$ cat src/hdl/swsn_pkg.sv
// Shared constants and types for the skin weight sort and normalize block.
// No dependencies; every other file in hdl/ imports this package.
package swsn_pkg;

    localparam int SLOTS         = 4;
    localparam int BONE_BITS_DEF = 8;
    localparam int WEIGHT_BITS   = 16;
    localparam int COUNT_BITS    = 3;
    localparam int Q_BITS        = 16;
    localparam int Q_ONE         = 32768;
    localparam int MW            = WEIGHT_BITS + $clog2(SLOTS);
    localparam int NW            = $clog2(SLOTS + 1);
    localparam int RW            = $clog2(SLOTS);
    localparam int ADDR_BITS     = 3;

    localparam logic [WEIGHT_BITS-1:0] THR_RESET  = 16'd1638;
    localparam logic [COUNT_BITS-1:0]  MAXI_RESET = 3'd4;

    typedef logic [MW-1:0] mweight_t;
    typedef logic [NW-1:0] count_t;

    typedef enum logic {
        REG_DROP_THRESHOLD = 1'b0,
        REG_MAX_INFLUENCES = 1'b1
    } reg_idx_t;

endpackage

$ cat src/hdl/swsn_div_lane.sv
// One lane of the normalizer: pipelined restoring divider, one quotient bit per stage.
// Depends on swsn_pkg. Quotient must fit Q_BITS bits (num < den << Q_BITS).
module swsn_div_lane #(
    parameter int DW = swsn_pkg::MW
) (
    input  logic                               clk,
    input  logic [swsn_pkg::Q_BITS-1:0]        en,
    input  logic [DW+swsn_pkg::Q_BITS-2:0]     num,
    input  logic [DW-1:0]                      den,
    output logic [swsn_pkg::Q_BITS-1:0]        quo
);
    import swsn_pkg::*;

    logic [DW-1:0]     r_reg  [Q_BITS];
    logic [DW-1:0]     r_next [Q_BITS];
    logic [Q_BITS-1:0] lo_reg [Q_BITS];
    logic [DW-1:0]     d_reg  [Q_BITS];
    logic [Q_BITS-1:0] q_reg  [Q_BITS];
    logic [DW-1:0]     r_in   [Q_BITS];
    logic [Q_BITS-1:0] lo_in  [Q_BITS];
    logic [DW-1:0]     d_in   [Q_BITS];
    logic [Q_BITS-1:0] q_in   [Q_BITS];
    logic [Q_BITS-1:0] ge;

    for (genvar k = 0; k < Q_BITS; k++)
    begin : g_stage
        // Take the first stage from the operands, later ones from the stage before
        if (k == 0)
        begin : g_first
            assign r_in[k]  = {1'b0, num[DW+Q_BITS-2:Q_BITS]};
            assign lo_in[k] = num[Q_BITS-1:0];
            assign d_in[k]  = den;
            assign q_in[k]  = '0;
        end
        else
        begin : g_next
            assign r_in[k]  = r_reg[k-1];
            assign lo_in[k] = lo_reg[k-1];
            assign d_in[k]  = d_reg[k-1];
            assign q_in[k]  = q_reg[k-1];
        end

        // Shift in one numerator bit, subtract when the divisor fits
        always_comb
        begin
            logic [DW:0] t;
            t        = {r_in[k], lo_in[k][Q_BITS-1]};
            ge[k]    = (t >= {1'b0, d_in[k]});
            r_next[k] = ge[k] ? DW'(t - {1'b0, d_in[k]}) : DW'(t);
        end

        always_ff @(posedge clk)
        begin
            if (en[k])
            begin
                r_reg[k]  <= r_next[k];
                lo_reg[k] <= {lo_in[k][Q_BITS-2:0], 1'b0};
                d_reg[k]  <= d_in[k];
                q_reg[k]  <= {q_in[k][Q_BITS-2:0], ge[k]};
            end
        end
    end

    assign quo = q_reg[Q_BITS-1];

endmodule

$ cat config.mk
export PLATFORM = sky130hd
export DESIGN_NAME = swsn_div_lane
export DESIGN_NICKNAME = d
export VERILOG_FILES = /design/src/hdl/swsn_pkg.sv /design/src/hdl/swsn_div_lane.sv
export SDC_FILE = /design/constraint.sdc
export NUM_CORES = 1
export LEC_CHECK = 0
export BUFFER_PORTS_ARGS = -buffer_cell sky130_fd_sc_hd__buf_4
export CORE_MARGIN = 5
export CORE_UTILIZATION = 35
export CTS_CLUSTER_DIAMETER = 60
export DETAILED_ROUTE_END_ITERATION = 8
export RECOVER_POWER = 100
export SLEW_MARGIN = 20
export SYNTH_ARGS = -nofsm -noshare
export SYNTH_HDL_FRONTEND = slang
export SYNTH_SLANG_ARGS = --single-unit
$ cat constraint.sdc
create_clock -name clk -period 3.6 [get_ports clk]
set_input_delay 0.54 -clock clk [delete_from_list [all_inputs] [get_ports clk]]
set_output_delay 0.54 -clock clk [all_outputs]
set_load 0.05 [all_outputs]
==> impl_metrics.ini <==
[min_path]
hp-start = num[13]
hold_class = in -> reg
holdPathStages = 1
min_to = lo_reg[0][13]$_DFFE_PP_

[setup_path]
required_ns = 4.00
path_class = reg -> reg
r2r_setup_slack_ns = 0.24
crit_fanout = 28
reg2reg_from = d_reg[0][73]$_DFFE_PP_
rr_worst_depth = 11
start_kind = flip-flop
arrival_ns = 3.76
cp-end-kind = flip-flop
worstReg2RegEnd = r_reg[0][103]$_DFFE_PP_

[final_layout]
finalNonFillerCells = 5019
final_common_cell = edfxtp_1
n_antenna_cell = 0
nets = 3788
synthToLayoutAreaGrowth_pct = 13.5
postLayoutCoreUtil = 0.399
drive_above_1_share = 0.104
layout_common_cells = edfxtp_1 (796), inv_1 (377), ha_1 (288), a21oi_1 (210), nand2_1 (200)
final.fill_count = 10930

[routing]
routed.top_layer = met4
dr_total_vias = 24570
drt_wl_total_mm = 79.1
met3WireLength_mm = 2.63
met2_length_mm = 42.0
postRouteAntennaNets = 0
routedLengthMet1_mm = 31.9
drc = 0
viasPerCell = 4.90
dr.pass1.iters = 5
wl_per_cell_um = 15.8
drt-initial-drc-count = 1089

[clock_tree]
numCtsBuffers = 93
ctsResizeCount = 0
htreeDepth = 3
cts_buffer_depth = 3
clock_sinks = 796
cts_hold_buf = 0
clk_latency_ns = 0.66
cts_setup_buffers = 0
cts_tree = built
path_clk_slew_ns = 0.06
cts-root-buf = clkbuf_16

[synth]
ys_seq_area_frac = 0.588
synthFlopType = edfxtp_1
synth_edf_count = 796
synthesis.area_mm2 = 0.0406
ys_types = 76
synth_seq_cells = 796
synth_warnings = 0
avgSynthCellArea_um2 = 12.5
synthArstFlopShare = 0
netlist_instances = 3245
syn_nets = 3616

[placed_design]
dp_cells = 4846
dpl_worst_slack_ns = 0.152
io_buffer_count = 83
routabilityCongestion = 0.891
hpwl_mm = 60.2

[timing]
finalMaxSlewViolations = 795
finalCritPeriodShare = 0.934
holdWs_ns = 0.0821
finalSetupViolCount = 0
slew_headroom = -0.992
setup_tns_ns = 0
fin_ws_ns = 0.238
skew_ns = 0.0286
period_needed_ns = 3.36
rsz0062_at_grt = no
tightest_slew_ns = 2.99
finalHoldViolCount = 0
fmax_mhz = 297

[grt]
antenna_found_initial = 0
grt_max_degree = 53
grt_usage = 0.129
grt_pass1_vias = 25283
grt_overflow = 0
grt_pass1_wl_mm = 129

[floorplan]
die_area_mm2 = 0.123
die_h_um = 351
initial_utilization = 0.351
floorplan.rows = 125
io_pins = 84
core_mm2 = 0.116
die_w_um = 351

[power]
p_leak_nw = 18.1
p_per_area_mw_per_mm2 = 839
irDropWorstVdd_uv = 397

[status]
outcome = complete, but fails checks
violations = max-capacitance violations, max-slew violations

[run]
maxCapViolCount = 15
routing by layer:
layer / GRT usage / up-vias
met5: 0 / -
met4: 0.0461 / 0
met3: 0.0234 / 176
met2: 0.248 / 402
met1: 0.143 / 11630
li1: - / 12362
layout make-up:
cell class              count  area (um^2)  share of cell area
flip-flops and latches    796        23900               0.518
clock inverters            63          583              0.0126
well taps                1524         1910              0.0413
inverters                 377         1420              0.0307
multi-input cells        2028        15100               0.328
clock buffers             110         2450              0.0532
repair buffers            121          748              0.0162
how the worst max path moves through the flow:
stage | startpoint | endpoint | slack, ns | depth (start not counted)
2_1_floorplan | num[15] | r_reg[0][10]$_DFFE_PP_ | 0.41 | 13
3_3_place_gp | num[15] | r_reg[0][4]$_DFFE_PP_ | 0.15 | 15
3_5_place_dp | num[15] | r_reg[0][8]$_DFFE_PP_ | 0.15 | 15
4_1_cts | lo_reg[0][59]$_DFFE_PP_ | r_reg[0][86]$_DFFE_PP_ | 0.26 | 12
5_1_grt | d_reg[0][73]$_DFFE_PP_ | r_reg[0][103]$_DFFE_PP_ | 0.06 | 11
6_report | d_reg[0][73]$_DFFE_PP_ | r_reg[0][103]$_DFFE_PP_ | 0.24 | 11
power breakdown:
group | switching, mW | internal (mW) | leakage [nW]
clock network | 3.69 | 5.53 | 1.49
registers | 1.07 | 13.3 | 7.78
logic | 8.19 | 6.94 | 8.87
total | 13.0 | 25.8 | 18.1
synth_stat cells, types with 25 or more instances:
master    instances  area share
a21o_1           73       0.013
a21oi_1         210       0.026
a31oi_1          36      0.0055
clkbuf_1         29      0.0027
edfxtp_1        796        0.59
ha_1            288       0.089
inv_1           376       0.035
mux2_2          143       0.040
nand2_1         200       0.018
nand2b_1         25      0.0038
nand3_1          52      0.0064
nand4_1          46      0.0071
nor2_1          159       0.015
nor2b_1          32      0.0049
nor3_1           36      0.0044
o21a_1           40      0.0074
o21ai_0         180       0.022
o21bai_1         25      0.0046
xnor2_1         123       0.027
xor2_1           84       0.018
critical path, cell delays in order, from the launching register on:
cell and delay (ns):
edfxtp_1 0.39, inv_1 0.12, ha_1 0.27, nor2b_1 0.16, o31a_1 0.29, o41a_1 0.38, o41ai_4 0.32, o21ai_1 0.24
a221oi_4 0.35, buf_12 0.21, inv_1 0.10, mux2_2 0.27
through the flow:
stage | area (um^2) | total power [mW]
4_1_cts | 46400 | 39.3
2_1_floorplan | 40600 | 25.9
5_1_grt | 46100 | 41.5
6_report | 46100 | 38.7
3_5_place_dp | 43400 | 29.8
3_3_place_gp | 43400 | 29.6
logic make-up after synthesis:
family | after synthesis | synth area share
AO/OA/AOI/OAI | 730 | 0.114
XOR/XNOR | 207 | 0.0446
adder cells (fa/ha/maj) | 303 | 0.0961
buffers and inverters | 421 | 0.0398
flip-flops | 796 | 0.588
multiplexers | 161 | 0.0441
AND/OR/NAND/NOR | 627 | 0.0727
Power figures use the tool's default switching activity.
