**src/hdl/swsn_pkg.sv**
```systemverilog
// Shared constants and types for the skin weight sort and normalize block.
// No dependencies; every other file in hdl/ imports this package.
package swsn_pkg;

    localparam int SLOTS         = 4;
    localparam int BONE_BITS_DEF = 8;
    localparam int WEIGHT_BITS   = 16;
    localparam int COUNT_BITS    = 3;
    localparam int Q_BITS        = 16;
    localparam int Q_ONE         = 32768;
    localparam int MW            = WEIGHT_BITS + $clog2(SLOTS);
    localparam int NW            = $clog2(SLOTS + 1);
    localparam int RW            = $clog2(SLOTS);
    localparam int ADDR_BITS     = 3;

    localparam logic [WEIGHT_BITS-1:0] THR_RESET  = 16'd1638;
    localparam logic [COUNT_BITS-1:0]  MAXI_RESET = 3'd4;

    typedef logic [MW-1:0] mweight_t;
    typedef logic [NW-1:0] count_t;

    typedef enum logic {
        REG_DROP_THRESHOLD = 1'b0,
        REG_MAX_INFLUENCES = 1'b1
    } reg_idx_t;

endpackage

```
**src/hdl/swsn_sort.sv**
```systemverilog
// Stable descending rank sort of the merged influences, one comparator per pair.
// Depends on swsn_pkg.
module swsn_sort #(
    parameter int BONE_BITS = swsn_pkg::BONE_BITS_DEF
) (
    input  swsn_pkg::mweight_t w_in  [swsn_pkg::SLOTS],
    input  logic [BONE_BITS-1:0] b_in [swsn_pkg::SLOTS],
    input  swsn_pkg::count_t   n,
    output swsn_pkg::mweight_t w_out [swsn_pkg::SLOTS],
    output logic [BONE_BITS-1:0] b_out [swsn_pkg::SLOTS]
);
    import swsn_pkg::*;

    logic [RW-1:0]    rank [SLOTS];
    logic [SLOTS-1:0] valid;

    // Rank each valid pair: heavier pairs and equal earlier pairs go first
    always_comb
    begin
        for (int i = 0; i < SLOTS; i++)
        begin
            valid[i] = (NW'(i) < n);
        end
        for (int i = 0; i < SLOTS; i++)
        begin
            rank[i] = '0;
            for (int j = 0; j < SLOTS; j++)
            begin
                if (j != i && valid[j] &&
                    ((w_in[j] > w_in[i]) || (w_in[j] == w_in[i] && j < i)))
                begin
                    rank[i] = rank[i] + 1'b1;
                end
            end
        end
    end

    // Scatter each pair to its ranked slot; empty slots hold zero
    always_comb
    begin
        for (int p = 0; p < SLOTS; p++)
        begin
            w_out[p] = '0;
            b_out[p] = '0;
            for (int i = 0; i < SLOTS; i++)
            begin
                if (valid[i] && rank[i] == RW'(p))
                begin
                    w_out[p] = w_in[i];
                    b_out[p] = b_in[i];
                end
            end
        end
    end

endmodule

```
**config.mk**
```make
export PLATFORM = sky130hd
export DESIGN_NAME = swsn_sort
export DESIGN_NICKNAME = d
export VERILOG_FILES = /design/src/hdl/swsn_pkg.sv /design/src/hdl/swsn_sort.sv
export SDC_FILE = /design/constraint.sdc
export NUM_CORES = 1
export LEC_CHECK = 0
export ABC_CLOCK_PERIOD_IN_PS = 9700
export BUFFER_PORTS_ARGS = -buffer_cell sky130_fd_sc_hd__buf_4
export CORE_ASPECT_RATIO = 1.5
export CORE_UTILIZATION = 40
export DETAILED_ROUTE_END_ITERATION = 12
export SETUP_SLACK_MARGIN = 0.15
export SYNTH_ARGS = -nofsm -noshare
export SYNTH_HDL_FRONTEND = slang
export SYNTH_SLANG_ARGS = --single-unit
```
**constraint.sdc**
```tcl
create_clock -name vclk -period 9.7
set_clock_uncertainty 0.15 [all_clocks]
set_input_delay 0.485 -clock vclk [all_inputs]
set_output_delay 0.485 -clock vclk [all_outputs]
set_load 0.03 [all_outputs]
```
==> results of run 1 <==
==> worst max-delay path, delay by kind of cell <==
| family | cells | cell delay, ns |
|---|---|---|
| and+or+nand+nor | 7 | 1.44 |
| adders and majority gates | 2 | 1.01 |
| AOI/OAI and AO/OA | 2 | 0.99 |
| buffers and inverters | 7 | 1.60 |
==> layout make-up <==
| class | instances | share of cell area (%) |
|---|---|---|
| multi-input combinational | 934 | 74.6 |
| timing repair buffer | 232 | 19.3 |
| inverter | 76 | 3.16 |
| tap | 217 | 3.01 |
==> final timing paths <==
kind                   endpoint      from
worst max-delay path  w_out[70]  w_in[52]
worst min-delay path   b_out[7]   b_in[7]
==> through the flow <==
| stage | total power, W | instance area, sq um | hold slack [ns] | utilization, % | worst slack (ns) |
|---|---|---|---|---|---|
| after global placement | 0.00137 | 9030 | 1.18 | 50.1 | 3.85 |
| after global routing | 0.00147 | 9030 | 1.21 | 50.1 | 3.28 |
| after floorplan | 0.000884 | 7410 | 1.06 | - | 4.57 |
| final | 0.00141 | 9030 | 1.18 | 50.1 | 3.54 |
| after detailed placement | 0.00137 | 9030 | 1.19 | 50.1 | 3.74 |
| after CTS | 0.00138 | 9030 | 1.19 | 50.1 | 3.72 |
==> cell usage after synthesis, types with 4 or more instances <==
| cell | instances |
|---|---|
| buf_6 | 6 |
| o311a_1 | 8 |
| a311o_1 | 18 |
| nand3b_1 | 4 |
| o32ai_1 | 27 |
| and2_1 | 6 |
| nor2_1 | 38 |
| o22ai_1 | 25 |
| nand3_1 | 86 |
| and4_1 | 5 |
| inv_1 | 75 |
| nand2b_1 | 24 |
| o21bai_1 | 5 |
| o41ai_1 | 26 |
| a311oi_1 | 26 |
| a31oi_1 | 55 |
| buf_1 | 4 |
| nand4_1 | 18 |
| a32o_1 | 34 |
| a21oi_1 | 67 |
| a221oi_1 | 10 |
| nand2_1 | 124 |
| o21ai_1 | 18 |
| a22o_1 | 20 |
| buf_4 | 7 |
| o31ai_1 | 12 |
| ha_1 | 116 |
| o2111ai_1 | 10 |
| or3_1 | 4 |
| clkbuf_1 | 66 |
| nor3_1 | 48 |
| a21o_1 | 8 |
| and3_1 | 4 |
| buf_2 | 20 |
| o21ai_0 | 31 |
==> metal layers <==
| metal | share of wire (%) | up-vias | global-route usage (%) |
|---|---|---|---|
| met1 | 38 | 4834 | 44.5 |
| met5 | 0 | - | 0 |
| met2 | 48 | 713 | 62.7 |
| met3 | 7.7 | 150 | 2.33 |
| li1 | - | 4691 | - |
| met4 | 5.9 | 0 | 20.7 |
==> logic make-up (layout without fill, tap and decap cells) <==
family,count (synthesis),count (layout)
mux,4,4
fa+ha+maj,116,116
compound gates,438,438
simple gates,376,376
buf+inv,179,308
==> power groups by stage <==
stage	registers (W)	logic, W	clock network (W)
after detailed placement	0	0.00137	0
final	0	0.00141	0
after floorplan	0	0.000884	0
after global placement	0	0.00137	0
after global routing	0	0.00147	0
after CTS	0	0.00138	0
==> placed cells by master (no fill, tap or decap), types with 24 or more instances in the layout <==
cell / netlist / layout
o21ai_0: 31 / 31
a32o_1: 34 / 33
a311oi_1: 26 / 26
nand2_1: 124 / 124
a31oi_1: 55 / 55
inv_1: 75 / 75
o32ai_1: 27 / 27
o22ai_1: 25 / 25
nand3_1: 86 / 86
nor2_1: 38 / 37
ha_1: 116 / 116
buf_4: 7 / 232
a21oi_1: 67 / 65
nand2b_1: 24 / 24
o41ai_1: 26 / 26
nor3_1: 48 / 47
==> results.ini, run 1 <==
[run_status]
status=finished clean

[place]
dp_cells=1459
globalplace.congestion=0.986
place_hpwl_um=26200
port_buffers=211

[setup_path]
cp_max_fo=36
crit_arrival_ns=5.52
cp_slowest_stage_delay_ns=0.70
slowest_stage=ha_1
crit_path_start_kind=input port
cp-end-kind=output pin
cp_common_cell=buf_4
cp_cell_sequence=buf_4, inv_1, ha_1, nand4_1, nor2_1, nor3_1, nand4_1, and2_1, buf_4, ha_1, buf_4, inv_1, nor3_1, a22o_1, buf_4, nand3_1, a31oi_1, buf_4
crit_required_ns=9.07
criticalPathCategory=in2out

[timing]
final_max_slew_viol_count=0
finalSetupTns_ns=0
layout_min_cycle_time_ns=6.16
max-slew-margin-rel_pct=7.44
fin_crit_sh_pct=63.5
setup_viol=0
rsz0062_at_grt=no
finalHoldViolCount=0
tightest_slew_ns=1.39
max_freq_mhz=162

[yosys]
synth_mux_area_share_pct=0.709
synth_simple_gate_area_share_pct=24.8
synth_area_sq_um=7410
synth_area_leaders=ha_1 20%, nand2_1 6.3%, nand3_1 5.8%
syn_area_per_cell_sq_um=6.66
synth_top_area_share_pct=19.6
synthCells=1113
yosys.area.top_type=ha_1
synth_cell_types=76
yosys.area_share.adder_pct=19.6
synth_warnings=0
synth_top_family_by_area=compound AO/OA/AOI/OAI gates
synth_xor_area_share_pct=0
syn-num-nets=1336
ys_seq_area_share_pct=0
synth-compound-area-share_pct=44.6

[layout]
n_clock_buffer=0
nFillCells=1931
antenna_cells=0
multi_input_area_sq_um=6730
instances_no_fill=1459
seq_cells=0
drive_gt1_share_pct=21.6
num-nets-final=1467
regArea_sq_um=0
area_delta_synth_final_pct=21.9

[global_routing]
grt_max_degree=58
grt-ovfl-total=0
first_global_vias=9750
grt_pass1_wl_um=54900
antenna_found_initial=0
grt_util_all_layers_pct=36.4

[floorplanning]
start_util_pct=41.1
die_height_um=169
core_sq_um=18000
num_io_pins=211
die_x_um=113
die_area_sq_um=19100
row_count=60

[drt]
routedWlPerCell_um=25.0
drtIter0Drc=989
dr.pass1.iters=6
vias_per_cell=7.12
route.detailed.drc=0
vias=10400
totalWireLength_um=36500
ant_nets=0

[power_and_ir_drop]
combPwrFrac_pct=100.0
power.density_nw_per_um2=156
p_int_w=0.000468
p_sw_w=0.000938
p_leak_nw=3.90
p_sw_share_pct=66.7
p_clk_share_pct=0
peakVddDrop_v=0.0000909
pwr-share-seq_pct=0

[hold_path]
min_path_cells=4
min_path_type=in2out

[job]
drv_cap=0

[cts]
ctsHoldBuffers=0
cts_resized=0
cts_setup_buffers=0

No activity file was read; power rests on OpenSTA's default activity.
==> inputs of run 2 (changes only) <==
--- a/config.mk
+++ b/config.mk
@@ -5,11 +5,12 @@
 export SDC_FILE = /design/constraint.sdc
 export NUM_CORES = 1
 export LEC_CHECK = 0
-export ABC_CLOCK_PERIOD_IN_PS = 9700
+export ABC_CLOCK_PERIOD_IN_PS = 5580
 export BUFFER_PORTS_ARGS = -buffer_cell sky130_fd_sc_hd__buf_4
 export CORE_ASPECT_RATIO = 1.5
 export CORE_UTILIZATION = 40
 export DETAILED_ROUTE_END_ITERATION = 12
+export PLACE_DENSITY = 0.67
 export SETUP_SLACK_MARGIN = 0.15
 export SYNTH_ARGS = -nofsm -noshare
 export SYNTH_HDL_FRONTEND = slang
==> constraint.sdc (replaced) <==
create_clock -name vclk -period 5.58
set_clock_uncertainty 0.15 [all_clocks]
set_input_delay 0.279 -clock vclk [all_inputs]
set_output_delay 0.279 -clock vclk [all_outputs]
set_load 0.03 [all_outputs]
==> results.ini, run 2 (same netlist as run 1, synthesis figures left out) <==
[hold_path]
hp-start=b_in[7]
min_path_cells=4  ; unchanged
min_path_type=in2out
worstHoldEndpoint=b_out[15]

[layout]
nFillCells=1846  ; -4.4%
antenna_cells=0  ; unchanged
post-route-util_pct=51.2  ; +1.0 points
seq_cells=0  ; unchanged
num-nets-final=1489  ; +1.5%
regArea_sq_um=0  ; unchanged
n_clock_buffer=0  ; unchanged
layout_commonest_cell=buf_4
area_delta_synth_final_pct=24.4
layout_common_cells=251 x buf_4, 124 x nand2_1, 116 x ha_1
drive_gt1_share_pct=22.9  ; +1.4 points
multi_input_area_sq_um=6720  ; -0.22%

[job]
drv_cap=0  ; unchanged

[timing]
finalHoldViolCount=0  ; unchanged
final_max_slew_viol_count=0  ; unchanged
rsz0062_at_grt=no
setup_viol=0  ; unchanged
worst_hold_slack_ns=0.758  ; -0.426 ns
layout_min_cycle_time_ns=4.92
tightest_slew_ns=1.17  ; -0.222 ns
max_freq_mhz=203
finalSetupTns_ns=0  ; unchanged
fin_crit_sh_pct=88.1
max-slew-margin-rel_pct=21.9  ; +14 points

[setup_path]
crit_arrival_ns=4.49  ; -1.03 ns
crit_required_ns=5.15  ; -3.92 ns
cp_top_family=simple AND/OR/NAND/NOR gates
cp_cell_sequence=buf_4, inv_1, ha_1, nand4_1, nor3_1, nor3_1, nand4_1, and2_1, ha_1, inv_1, nand4_1, o32a_1, buf_4, a311o_1, a22o_1, buf_4
cp_max_fo=18  ; -50%
crit_buf_inv=5  ; -2
criticalPathCategory=in2out
cp_slowest_stage_delay_ns=0.52  ; -0.18 ns
crit_path_start_kind=input port
cp-end-kind=output pin
slowest_stage=nor3_1

[floorplanning]
die_area_sq_um=19100  ; unchanged
start_util_pct=41.1  ; unchanged
num_io_pins=211  ; unchanged
die_height_um=169  ; unchanged
row_count=60  ; unchanged
core_sq_um=18000  ; unchanged
die_x_um=113  ; unchanged

[drt]
totalWireLength_um=36700  ; +0.54%
vias_per_cell=7.13  ; +0.19%
route.detailed.drc=0  ; unchanged
dr.pass1.iters=7  ; +1
drtIter0Drc=1185  ; +20%
ant_nets=0  ; unchanged
vias=10600  ; +1.7%
routedWlPerCell_um=24.8  ; -0.96%

[place]
place_hpwl_um=26900  ; +2.7%
globalplace.congestion=0.995  ; +0.93%
port_buffers=211  ; unchanged

[global_routing]
grt_util_all_layers_pct=37.0  ; +0.59 points
grt_max_degree=57  ; -1.7%
first_global_vias=10100  ; +3.8%
grt-ovfl-total=0  ; unchanged
antenna_found_initial=0  ; unchanged
grt_pass1_wl_um=55900  ; +1.8%

[power_and_ir_drop]
p_leak_nw=4.02  ; +3.0%
peakVddDrop_v=0.000150  ; +65%
power.density_nw_per_um2=271  ; +74%

[cts]
ctsHoldBuffers=0  ; unchanged
cts_setup_buffers=0  ; unchanged
cts_resized=0  ; unchanged

[run_status]
status=finished clean

run 2: changes by cell type in the layout (fill, tap and decap cells not counted), sizes merged:
cell	previous run	this run
buf	232	254
run 2: worst max-delay path by stage:
stage                     startpoint  cells after the start         to  slack, ns
after global placement      w_in[53]                     16  w_out[32]       0.74
after global routing        w_in[53]                     16   b_out[7]       0.51
final                       w_in[53]                     16  w_out[32]       0.66
after detailed placement    w_in[53]                     16  w_out[20]       0.80
after floorplan             w_in[53]                     18  b_out[14]       0.87
after CTS                   w_in[53]                     16  w_out[35]       0.78
run 2: stage by stage:
step           instance area [sq um]  instances  total power [W]  setup WS (ns)
4_1_cts                         9220       1481          0.00245          0.781
2_1_floorplan                   7410       1113          0.00154          0.866
6_report                        9220       1481          0.00250          0.663
5_1_grt                         9220       1481          0.00262          0.505
3_3_place_gp                    9220       1481          0.00242          0.745
3_5_place_dp                    9220       1481          0.00244          0.801
run 2: layer usage:
metal | part of all wire (%) | wire [um] | GRT usage [%] | up-vias
met5 | 0 | 0 | 0 | -
met4 | 7.4 | 2720 | 23.2 | 0
met3 | 9.9 | 3640 | 4.26 | 197
met2 | 47 | 17300 | 64.4 | 792
met1 | 36 | 13000 | 42.6 | 4850
li1 | - | - | - | 4726
run 2: cell type report:
cell class,count,area share (%)
tap,217,2.94
timing repair buffer,254,21.1
multi-input combinational,934,72.9
inverter,76,3.09
run 2: where the power goes:
group          internal (W)  switching [W]  leakage, nW
Clock                     0              0            0
Combinational      0.000856        0.00165         4.02
Sequential                0              0            0
Total              0.000856        0.00165         4.02
==> inputs of run 3 (changes only) <==
==> constraint.sdc (replaced) <==
create_clock -name vclk -period 5.58
set_clock_uncertainty 0.15 [all_clocks]
set_input_delay 0.279 -clock vclk [all_inputs]
set_output_delay 0.279 -clock vclk [all_outputs]
set_load 0.1 [all_outputs]
==> results.ini, run 3 (same netlist as run 1, synthesis figures left out) <==
[run_status]
status=finished clean

[drt]
ant_nets=0  ; unchanged
totalWireLength_um=36800  ; +0.32%
dr.pass1.iters=7  ; unchanged
vias=10500  ; -0.27%
route.detailed.drc=0  ; unchanged
vias_per_cell=7.11  ; -0.33%
routedWlPerCell_um=24.8  ; +0.25%
drtIter0Drc=1060  ; -11%

[setup_path]
cp_slowest_stage_delay_ns=0.59  ; +0.07 ns
crit_arrival_ns=4.68  ; +0.19 ns
crit_path_start_kind=input port
criticalPathCategory=in2out
cp-end-kind=output pin
slowest_stage=and2_1
crit_buf_inv=7  ; +2
cp_cell_sequence=buf_4, inv_1, ha_1, nand2_1, o21ai_0, inv_1, a31oi_1, and2_1, ha_1, inv_1, buf_4, nor3_1, a21oi_2, buf_4, nand3_1, a31oi_2, buf_4
crit_required_ns=5.15  ; about the same
cp_common_cell=buf_4
cp_max_fo=15  ; -3
cp_top_family=buffers and inverters

[power_and_ir_drop]
p_sw_w=0.00305  ; +85%
peakVddDrop_v=0.000421  ; +180%
power.density_nw_per_um2=412  ; +52%
p_sw_share_pct=76.7  ; +11 points
p_clk_share_pct=0  ; unchanged
pwr-share-seq_pct=0  ; unchanged
p_int_w=0.000926  ; +8.3%
combPwrFrac_pct=100.0  ; about the same
p_leak_nw=4.09  ; +1.8%

[job]
drv_cap=0  ; unchanged

[place]
place_hpwl_um=28000  ; +4.2%
placed_cell_area_sq_um=9630  ; +4.5%
globalplace.congestion=1.02  ; +2.7%
dp_cells=1482  ; +0.068%
port_buffers=211  ; unchanged

[timing]
rsz0062_at_grt=no
max_freq_mhz=196  ; -3.8%
finalSetupTns_ns=0  ; unchanged
final_max_slew_viol_count=0  ; unchanged
setup_viol=0  ; unchanged
fin_crit_sh_pct=91.6  ; +3.4 points
tightest_slew_ns=1.13  ; -0.0387 ns
finalHoldViolCount=0  ; unchanged
max-slew-margin-rel_pct=24.5  ; +2.6 points
layout_min_cycle_time_ns=5.11  ; +0.192 ns

[global_routing]
grt_pass1_wl_um=56300  ; +0.81%
grt_util_all_layers_pct=37.3  ; +0.31 points
grt-ovfl-total=0  ; unchanged
grt_max_degree=57  ; unchanged
first_global_vias=10000  ; -0.77%
antenna_found_initial=0  ; unchanged

[layout]
regArea_sq_um=0  ; unchanged
drive_gt1_share_pct=28.1  ; +5.2 points
num-nets-final=1490  ; +0.067%
layout_commonest_cell=buf_4
antenna_cells=0  ; unchanged
area_delta_synth_final_pct=30.1
nFillCells=1793  ; -2.9%
instances_no_fill=1482  ; +0.068%
n_clock_buffer=0  ; unchanged
seq_cells=0  ; unchanged
layout_common_cells=251 x buf_4, 124 x nand2_1, 116 x ha_1
design_area_sq_um=9640  ; +4.5%
post-route-util_pct=53.5  ; +2.3 points

[floorplanning]
die_x_um=113  ; unchanged
start_util_pct=41.1  ; unchanged
die_area_sq_um=19100  ; unchanged
num_io_pins=211  ; unchanged
die_height_um=169  ; unchanged
row_count=60  ; unchanged
core_sq_um=18000  ; unchanged

[cts]
cts_setup_buffers=0  ; unchanged
ctsHoldBuffers=0  ; unchanged
cts_resized=0  ; unchanged

[hold_path]
min_path_type=in2out

run 3: cell count changes in the layout (fill, tap and decap cells not counted), sizes merged:
cell / change
buf: +1
run 3: area by class of cell:
| cell class | count | area (sq um) | share of cell area [%] |
|---|---|---|---|
| repair buffers | 255 | 1960 | 20.4 |
| inverters | 76 | 285 | 2.96 |
| well taps | 217 | 272 | 2.82 |
| multi-input cells | 934 | 7120 | 73.8 |
run 3: path summary, 6_finish.rpt:
check      from        end  cells past startpoint  slack (ns)
max    w_in[53]  w_out[71]                     17        0.47
min     b_in[1]   b_out[1]                      4        0.85
run 3: power groups by stage:
stage	Combinational [W]	Clock, W	Sequential, W
after CTS	0.00393	0	0
final	0.00398	0	0
after floorplan	0.00302	0	0
after detailed placement	0.00392	0	0
after global routing	0.00410	0	0
after global placement	0.00390	0	0
run 3: metrics by stage:
| stage | worst slack [ns] | hold WS [ns] | total power [W] |
|---|---|---|---|
| floorplan | 0.179 | 0.768 | 0.00302 |
| global placement | 0.437 | 0.851 | 0.00390 |
| detailed placement | 0.386 | 0.853 | 0.00392 |
| CTS | 0.374 | 0.854 | 0.00393 |
| global route | 0.185 | 0.869 | 0.00410 |
| finish | 0.471 | 0.853 | 0.00398 |
run 3: routing by layer:
layer	routed length, um	vias to the layer above	global-route usage, %
met5	0	-	0
met4	2020	0	19.3
met3	3360	140	4.40
met2	17700	730	64.7
met1	13700	4929	44.8
li1	-	4738	-
